<file path="src/design/egt_pkg.sv">
// Shared types, codes and helpers for the epoch grace tracker.
package egt_pkg;

  localparam int WORKERS_DEF = 64;
  localparam int WORKER_W    = 6;
  localparam int ACTION_W    = 3;
  localparam int IN_DATA_W   = 16;
  localparam int OUT_DATA_W  = 8;

  typedef enum logic [ACTION_W-1:0] {
    ACT_REGISTER   = 3'd0,
    ACT_UNREGISTER = 3'd1,
    ACT_ENTER      = 3'd2,
    ACT_EXIT       = 3'd3,
    ACT_SYNC       = 3'd4
  } action_t;

  typedef enum logic [1:0] {
    ST_OK             = 2'd0,
    ST_NOT_REGISTERED = 2'd1,
    ST_NOT_ACTIVE     = 2'd2
  } status_t;

  typedef enum logic [0:0] {
    S_IDLE = 1'b0,
    S_EXEC = 1'b1
  } state_t;

  typedef struct packed {
    logic capture;
    logic commit;
  } ctrl_cmd_t;

  typedef struct packed {
    logic out_free;
  } dp_stat_t;

  function automatic logic [1:0] next_epoch(input logic [1:0] e);
    return (e >= 2'd2) ? 2'd0 : e + 2'd1;
  endfunction

endpackage

</file>
<file path="src/design/egt_ctrl.sv">
// Controller state machine: sequences capture and commit of one beat.
module egt_ctrl
  import egt_pkg::*;
(
  input  logic       clk,
  input  logic       rst,
  input  logic       s_tvalid,
  output logic       s_tready,
  input  dp_stat_t   stat,
  output ctrl_cmd_t  cmd
);

  state_t state;
  state_t state_next;

  always_ff @(posedge clk) begin
    if (rst) begin
      state <= S_IDLE;
    end else begin
      state <= state_next;
    end
  end

  always_comb begin
    state_next  = state;
    s_tready    = 1'b0;
    cmd         = '0;
    unique case (state)
      S_IDLE: begin
        s_tready    = 1'b1;
        cmd.capture = s_tvalid;
        if (s_tvalid) state_next = S_EXEC;
      end
      S_EXEC: begin
        cmd.commit = stat.out_free;
        if (stat.out_free) state_next = S_IDLE;
      end
      default: state_next = S_IDLE;
    endcase
  end

endmodule

</file>
<file path="src/design/egt_dp.sv">
// Datapath: worker table, epoch, occupancy counters and result register.
module egt_dp
  import egt_pkg::*;
#(
  parameter int WORKERS = WORKERS_DEF
)
(
  input  logic                  clk,
  input  logic                  rst,
  input  logic [IN_DATA_W-1:0]  s_tdata,
  input  ctrl_cmd_t             cmd,
  output dp_stat_t              stat,
  output logic                  m_tvalid,
  input  logic                  m_tready,
  output logic [OUT_DATA_W-1:0] m_tdata
);

  localparam int DEPTH = (WORKERS > (1 << WORKER_W)) ? (1 << WORKER_W) : WORKERS;
  localparam int AW    = (DEPTH > 1) ? $clog2(DEPTH) : 1;
  localparam int CW    = $clog2(DEPTH + 1);
  localparam logic [WORKER_W:0] LIMIT = (WORKER_W + 1)'(DEPTH);

  // entry: {present, active, seen[1:0]}
  logic [3:0]       mem [DEPTH];
  logic [DEPTH-1:0] valid;

  logic [1:0]    global_count;
  logic [CW-1:0] cnt_act;
  logic [CW-1:0] cnt_cur;

  action_t       action_q;
  logic          inr_q;
  logic [AW-1:0] addr_q;
  logic [3:0]    rd_q;
  logic          vld_q;

  logic [ACTION_W-1:0] in_action;
  logic [WORKER_W-1:0] in_worker;
  logic                in_inr;
  logic [AW-1:0]       in_addr;

  assign in_action = s_tdata[ACTION_W-1:0];
  assign in_worker = s_tdata[ACTION_W +: WORKER_W];
  assign in_inr    = {1'b0, in_worker} < LIMIT;
  assign in_addr   = in_inr ? in_worker[AW-1:0] : '0;

  always_ff @(posedge clk) begin
    if (cmd.capture) begin
      action_q <= action_t'(in_action);
      inr_q    <= in_inr;
      addr_q   <= in_addr;
      rd_q     <= mem[in_addr];
      vld_q    <= valid[in_addr];
    end
  end

  logic [3:0] ent;
  logic       p_old, a_old;
  logic [1:0] s_old;
  logic [3:0] ent_new;
  logic       wr_en;
  status_t    status;
  logic       announced;
  logic [1:0] g_next;
  logic       act_old, cur_old, act_new, cur_new;
  logic [CW-1:0] cnt_act_next, cnt_cur_next;

  always_comb begin
    ent       = vld_q ? rd_q : 4'd0;
    p_old     = ent[3];
    a_old     = ent[2];
    s_old     = ent[1:0];
    ent_new   = ent;
    wr_en     = 1'b0;
    status    = ST_OK;
    announced = 1'b0;
    g_next    = global_count;
    unique case (action_q)
      ACT_REGISTER: begin
        if (!inr_q) status = ST_NOT_REGISTERED;
        else begin
          ent_new = 4'b1000;
          wr_en   = 1'b1;
        end
      end
      ACT_UNREGISTER: begin
        if (inr_q && p_old) begin
          ent_new = 4'b0000;
          wr_en   = 1'b1;
        end
      end
      ACT_ENTER: begin
        if (!inr_q || !p_old) status = ST_NOT_REGISTERED;
        else begin
          ent_new = {2'b11, global_count};
          wr_en   = 1'b1;
        end
      end
      ACT_EXIT: begin
        if (!inr_q || !p_old) status = ST_NOT_REGISTERED;
        else if (!a_old) status = ST_NOT_ACTIVE;
        else begin
          ent_new = 4'b1000;
          wr_en   = 1'b1;
        end
      end
      ACT_SYNC: begin
        if (cnt_cur == cnt_act) begin
          g_next    = next_epoch(global_count);
          announced = 1'b1;
        end
      end
      default: ;
    endcase

    act_old = p_old & a_old;
    cur_old = act_old & (s_old == global_count);
    act_new = ent_new[3] & ent_new[2];
    cur_new = act_new & (ent_new[1:0] == global_count);
    if (announced) begin
      cnt_act_next = cnt_act;
      cnt_cur_next = '0;
    end else if (wr_en) begin
      cnt_act_next = cnt_act - CW'(act_old) + CW'(act_new);
      cnt_cur_next = cnt_cur - CW'(cur_old) + CW'(cur_new);
    end else begin
      cnt_act_next = cnt_act;
      cnt_cur_next = cnt_cur;
    end
  end

  always_ff @(posedge clk) begin
    if (cmd.commit && wr_en) begin
      mem[addr_q] <= ent_new;
    end
  end

  always_ff @(posedge clk) begin
    if (rst) begin
      valid        <= '0;
      global_count <= 2'd0;
      cnt_act      <= '0;
      cnt_cur      <= '0;
      m_tvalid     <= 1'b0;
    end else begin
      if (cmd.commit) begin
        if (wr_en) valid[addr_q] <= 1'b1;
        global_count <= g_next;
        cnt_act      <= cnt_act_next;
        cnt_cur      <= cnt_cur_next;
        m_tvalid     <= 1'b1;
      end else if (m_tready) begin
        m_tvalid <= 1'b0;
      end
    end
  end

  always_ff @(posedge clk) begin
    if (cmd.commit) begin
      m_tdata <= {1'b0, g_next, next_epoch(g_next), announced, status};
    end
  end

  assign stat.out_free = !m_tvalid || m_tready;

endmodule

</file>
<file path="src/design/epoch_grace_tracker.sv">
// Top level of the three-epoch grace tracker.
//
//  channel  dir  handshake            tdata
//  s_*      in   s_tvalid/s_tready    [2:0] action, [8:3] worker
//  m_*      out  m_tvalid/m_tready    [1:0] status, [2] announced,
//                                     [4:3] reclaim_epoch, [6:5] staging_epoch
//
// Every beat is captured, reading the worker table entry, and then committed,
// updating it and loading the result register. Sync is settled from two
// occupancy counters, so it costs the same as any other action.
// Reset is synchronous; the table is cleared at once via per-entry valid bits.
// A held result stalls commit; s_tready stays low until the pending beat commits.
module epoch_grace_tracker
  import egt_pkg::*;
#(
  parameter int WORKERS = WORKERS_DEF
)
(
  input  logic                  clk,
  input  logic                  rst,
  input  logic                  s_tvalid,
  output logic                  s_tready,
  input  logic [IN_DATA_W-1:0]  s_tdata,   // action, worker
  output logic                  m_tvalid,
  input  logic                  m_tready,
  output logic [OUT_DATA_W-1:0] m_tdata    // status, announced, reclaim_epoch, staging_epoch
);

  ctrl_cmd_t cmd;
  dp_stat_t  stat;

  egt_ctrl u_ctrl (
    .clk      (clk),
    .rst      (rst),
    .s_tvalid (s_tvalid),
    .s_tready (s_tready),
    .stat     (stat),
    .cmd      (cmd)
  );

  egt_dp #(
    .WORKERS (WORKERS)
  ) u_dp (
    .clk      (clk),
    .rst      (rst),
    .s_tdata  (s_tdata),
    .cmd      (cmd),
    .stat     (stat),
    .m_tvalid (m_tvalid),
    .m_tready (m_tready),
    .m_tdata  (m_tdata)
  );

  a_one_in_flight: assert property (@(posedge clk) disable iff (rst)
    (s_tvalid && s_tready) |=> !s_tready)
    else $error("beat accepted while previous still in progress");

  a_epoch_range: assert property (@(posedge clk) disable iff (rst)
    m_tvalid |-> (m_tdata[6:5] != 2'd3))
    else $error("staging epoch out of range");

  a_reclaim_follows: assert property (@(posedge clk) disable iff (rst)
    m_tvalid |-> (m_tdata[4:3] == next_epoch(m_tdata[6:5])))
    else $error("reclaim epoch not one past staging epoch");

  a_announce_ok: assert property (@(posedge clk) disable iff (rst)
    (m_tvalid && m_tdata[2]) |-> (m_tdata[1:0] == ST_OK))
    else $error("announce with error status");

endmodule

</file>
<file path="config.mk">
export PLATFORM = sky130hd
export DESIGN_NAME = epoch_grace_tracker
export DESIGN_NICKNAME = d
export VERILOG_FILES = /design/src/design/egt_pkg.sv /design/src/design/egt_ctrl.sv /design/src/design/egt_dp.sv /design/src/design/epoch_grace_tracker.sv
export SDC_FILE = /design/constraint.sdc
export NUM_CORES = 1
export LEC_CHECK = 0
export ABC_AREA = 1
export BUFFER_PORTS_ARGS = -buffer_cell sky130_fd_sc_hd__buf_2
export CAP_MARGIN = 20
export CORE_ASPECT_RATIO = 0.8
export CORE_MARGIN = 2
export CORE_UTILIZATION = 64
export DETAILED_ROUTE_END_ITERATION = 7
export PLACE_DENSITY = 0.89
export SYNTH_ARGS = -nofsm -noshare
export SYNTH_HDL_FRONTEND = slang
export SYNTH_SLANG_ARGS = --single-unit
</file>
<file path="constraint.sdc">
create_clock -name clk -period 11.1 [get_ports clk]
set_clock_uncertainty 0.15 [all_clocks]
set_input_delay 1.665 -clock clk [delete_from_list [all_inputs] [get_ports clk]]
set_output_delay 1.665 -clock clk [all_outputs]
set_load 0.005 [all_outputs]
</file>
==> flow_summary.rst <==
.. list-table::
   :header-rows: 1

   * - Metric
     - Value
   * - Post-detailed-route count of antenna-violating nets
     - 0
   * - Number of input and output port buffers inserted
     - 21
   * - Buffering stage count on the worst path with inverters included
     - 3
   * - TritonCTS buffer count
     - 35
   * - Nets@finish
     - 1693
   * - Actual transition at the worst max-transition pin
     - 1.16 ns
   * - Setup Fix Bufs, Post-CTS
     - 0
   * - Cell at the root of the clock tree
     - sky130_fd_sc_hd__clkbuf_16
   * - Die height
     - 145 um
   * - Sequential cell area fraction in the yosys report
     - 62.9%
   * - Ys Warns
     - 0
   * - Hold_buf cts
     - 0
   * - Min-delay worst type
     - flop to flop
   * - Switching part of the total
     - 23.2%
   * - DP Cell Count
     - 1936
   * - Sum of net half-perimeters after detailed placement
     - 21900 um
   * - Core outline area
     - 0.0243 mm^2
   * - CTS tree
     - done
   * - Detailed Route WL
     - 38400 um
   * - Ratio of cells with drive above 1 in the final layout
     - 7.02%
   * - Result of the run
     - finished with violations
   * - Final-report hold violation count
     - 0
   * - Via count of the routed design
     - 12069
   * - Design internal power
     - 2.19 mW
   * - Slowest cell on crit path
     - sky130_fd_sc_hd__buf_4
   * - Top Ports
     - 30
   * - Period Utilization, post-route
     - 39.3%
   * - Number of DRC markers in iteration 0
     - 1843
   * - Remaining Overflow, GRT
     - 0
   * - Most used standard cells in the synthesized netlist
     - 528 x sky130_fd_sc_hd__nand2_1, 296 x sky130_fd_sc_hd__nand3_1, 277 x sky130_fd_sc_hd__edfxtp_1
   * - Routability cong.
     - 0.887
   * - Initial Utilization
     - 65.2%
   * - Pins Over Slew Limit
     - 0
   * - Maximum buffer depth of the clock tree
     - 3
   * - Number of rows in the core area
     - 51
   * - Setup slack after placement
     - 6.29 ns
   * - Largest net degree at the start of global routing
     - 100
   * - Total power draw
     - 2.85 mW
   * - Skew-Pair Late Insertion Delay
     - 0.52 ns
   * - Via-per-instance ratio
     - 6.03
   * - Synthesized area per cell
     - 9.53 um^2
   * - Area of all placed cells without fillers
     - 0.0172 mm^2
   * - Final cell count without fillers
     - 2001
   * - Number of H-tree levels
     - 2
   * - Sum of negative setup slack
     - 0 ns
   * - Time the final worst path needs with I/O delays and setup
     - 4.36 ns
   * - Switching power
     - 660 uW
   * - Antenna violations before repair
     - 1
   * - Data required time of the critical path
     - 11.22 ns
   * - Number of setup violations in the final report
     - 0
   * - Power share of the combinational group
     - 7.5%
   * - Endpoint class of the critical path
     - flop
   * - Prevailing post-synth register cell
     - sky130_fd_sc_hd__edfxtp_1
   * - CP arrival
     - 4.48 ns
   * - Area fraction of the dominant cell type after synthesis
     - 52.5%
   * - Power density over the cells
     - 165 mW/mm^2
   * - Launching element type of the critical path
     - primary input
   * - Vias in the first global route
     - 11850
   * - Die outline area
     - 0.0260 mm^2
   * - VDD IR max
     - 0.192 mV
   * - DR WL/cell
     - 19.2 um
   * - Synthesis-to-layout area growth
     - 8.70%
   * - LEAKAGE
     - 6.91 nW
   * - Family with the most delay on the worst path
     - buffers and inverters
   * - Count of flip-flops with a built-in enable after synthesis
     - 277
   * - Post-layout worst setup margin
     - 6.74 ns
   * - CTS resizes
     - 0
   * - Total cell area at the placement stage
     - 0.0161 mm^2
   * - Violated checks
     - DRC
   * - Global-route wire length before repair
     - 60300 um
   * - Die boundary width
     - 180 um
   * - Top-count cell post-synth
     - sky130_fd_sc_hd__nand2_1
   * - Router iterations before antenna repair
     - 8
   * - Setup repair after global routing missed its margin
     - no
   * - Share of async-settable or async-resettable flops after synthesis
     - 0%
   * - Critical path, cell by cell
     - buf_4, inv_4, buf_4, nand2_1, nand3_1, nand3_1, nand2_1, nand2_1, nand3_1, nand3_1, nand2_1
   * - Clock Power Share
     - 40.5%
   * - Cell taking the most area after synthesis
     - sky130_fd_sc_hd__edfxtp_1
   * - Dominant cells by area after synthesis
     - sky130_fd_sc_hd__edfxtp_1 53%, sky130_fd_sc_hd__nand2_1 13%, sky130_fd_sc_hd__dfxtp_1 10%
   * - CP Class
     - primary input to flop
   * - Max-slew headroom at the worst pin
     - 22.0%
   * - Number of distinct library cells after synthesis
     - 36
   * - Yosys reg bits
     - 359
   * - CTS clk-pin slew, worst paths
     - 0.06 ns
   * - GRT Total Usage
     - 29.6%
   * - Fmax achieved
     - 229 MHz
   * - Worst path max stage delay
     - 0.69 ns
   * - Maxcap violations
     - 0
   * - Count of unresolved DRC violations after routing
     - 1
   * - Critical Path Fanout Max
     - 99
   * - Total standard cell area after synthesis
     - 0.0158 mm^2
   * - Synthesized instance count
     - 1662
   * - Number of sinks driven by the clock tree
     - 359
   * - Sequential cell fraction of total power
     - 52.0%
   * - Syn nets
     - 1699
worst reg2reg max path: stages, from the launching register on:
cell                       delay (ns)
sky130_fd_sc_hd__edfxtp_1        0.52
sky130_fd_sc_hd__inv_2           0.13
sky130_fd_sc_hd__nand3_2         0.09
sky130_fd_sc_hd__o21ai_0         0.26
sky130_fd_sc_hd__nand2_1         0.15
sky130_fd_sc_hd__o21ai_4         0.08
sky130_fd_sc_hd__buf_4           0.60
sky130_fd_sc_hd__xor2_1          0.21
sky130_fd_sc_hd__nor2_1          0.08
sky130_fd_sc_hd__ha_1            0.24
sky130_fd_sc_hd__fa_1            0.45
sky130_fd_sc_hd__nand3_1         0.12
sky130_fd_sc_hd__nand3_1         0.09
sky130_fd_sc_hd__or2_2           0.28
sky130_fd_sc_hd__nand3_1         0.10
sky130_fd_sc_hd__a21oi_2         0.06
cells in the final DEF (no fill, tap or decap), types with 4 or more instances in the layout:
cell type / count
sky130_fd_sc_hd__nand2_1: 527
sky130_fd_sc_hd__nand3_1: 296
sky130_fd_sc_hd__edfxtp_1: 277
sky130_fd_sc_hd__inv_1: 183
sky130_fd_sc_hd__dfxtp_1: 82
sky130_fd_sc_hd__a21oi_1: 80
sky130_fd_sc_hd__clkbuf_16: 37
sky130_fd_sc_hd__nor2_1: 35
sky130_fd_sc_hd__buf_2: 20
sky130_fd_sc_hd__o21ai_0: 15
sky130_fd_sc_hd__ha_1: 15
sky130_fd_sc_hd__buf_4: 14
sky130_fd_sc_hd__clkbuf_1: 12
sky130_fd_sc_hd__nand4_1: 9
sky130_fd_sc_hd__clkinv_1: 8
sky130_fd_sc_hd__nor2_4: 8
sky130_fd_sc_hd__xor2_1: 7
sky130_fd_sc_hd__nor3_1: 5
sky130_fd_sc_hd__nor3_2: 5
sky130_fd_sc_hd__xnor2_1: 4
sky130_fd_sc_hd__inv_2: 4
sky130_fd_sc_hd__a21oi_2: 4
sky130_fd_sc_hd__clkbuf_8: 4
sky130_fd_sc_hd__clkinv_2: 4
stage by stage:
stage | utilization [%] | hold slack [ns]
2_1_floorplan | - | 0.280
3_3_place_gp | 66.2 | 0.286
3_5_place_dp | 66.2 | 0.290
4_1_cts | 70.8 | 0.299
5_1_grt | 70.8 | 0.318
6_report | 70.8 | 0.300
power by group through the flow:
stage | registers (mW) | clock network [mW] | logic (mW)
after floorplan | 1.51 | 0 | 0.137
after global placement | 1.51 | 0 | 0.195
after detailed placement | 1.51 | 0 | 0.204
after CTS | 1.48 | 1.15 | 0.208
after global routing | 1.48 | 1.21 | 0.233
final | 1.48 | 1.15 | 0.214
worst paths after layout:
check	startpoint	to	slack [ns]	cells past startpoint
worst max-delay path	s_tdata[3]	u_dp.rd_q[2]$_DFFE_PP_	6.74	11
worst min-delay path	u_dp.valid[26]$_SDFFE_PP0P_	u_dp.valid[26]$_SDFFE_PP0P_	0.30	2
worst max register to register	u_dp.action_q[2]$_DFFE_PP_	u_dp.cnt_cur[4]$_SDFFE_PP0P_	7.32	15
worst min register to register	u_dp.valid[26]$_SDFFE_PP0P_	u_dp.valid[26]$_SDFFE_PP0P_	0.30	2
cell type report:
class                   count  area, um^2
flip-flops and latches    359        9960
fillers                  1607        7090
multi-input cells        1033        4820
clock buffers              53        1030
inverters                 192         723
well taps                 318         398
repair buffers             35         216
clock inverters            10        73.8
diodes                      1        2.50
sequential cells by signal, summed over array words and instances (netlist names):
name               flops
u_ctrl.state           1
u_dp.action_q          3
u_dp.addr_q            6
u_dp.cnt_act           7
u_dp.cnt_cur           7
u_dp.global_count      2
u_dp.m_tdata           7
u_dp.m_tvalid          1
u_dp.mem             256
u_dp.rd_q              4
u_dp.valid            64
u_dp.vld_q             1
metal layers:
metal,track usage [%],wire [um],up-vias
met4,13.7,1620,0
met2,49.4,18200,815
met3,5.68,4230,166
li1,-,-,5495
met1,38.2,14400,5593
met5,0,0,-
logic make-up after synthesis:
| kind of cell | count (synthesis) | synth area share [%] |
|---|---|---|
| fa+ha+maj | 17 | 1.44 |
| xor+xnor | 11 | 0.608 |
| flops | 359 | 62.9 |
| compound gates | 104 | 3.45 |
| other cells | 1 | 0.0237 |
| simple gates | 900 | 24.7 |
| buf+inv | 270 | 6.94 |
(Power assumes the default switching activity.)
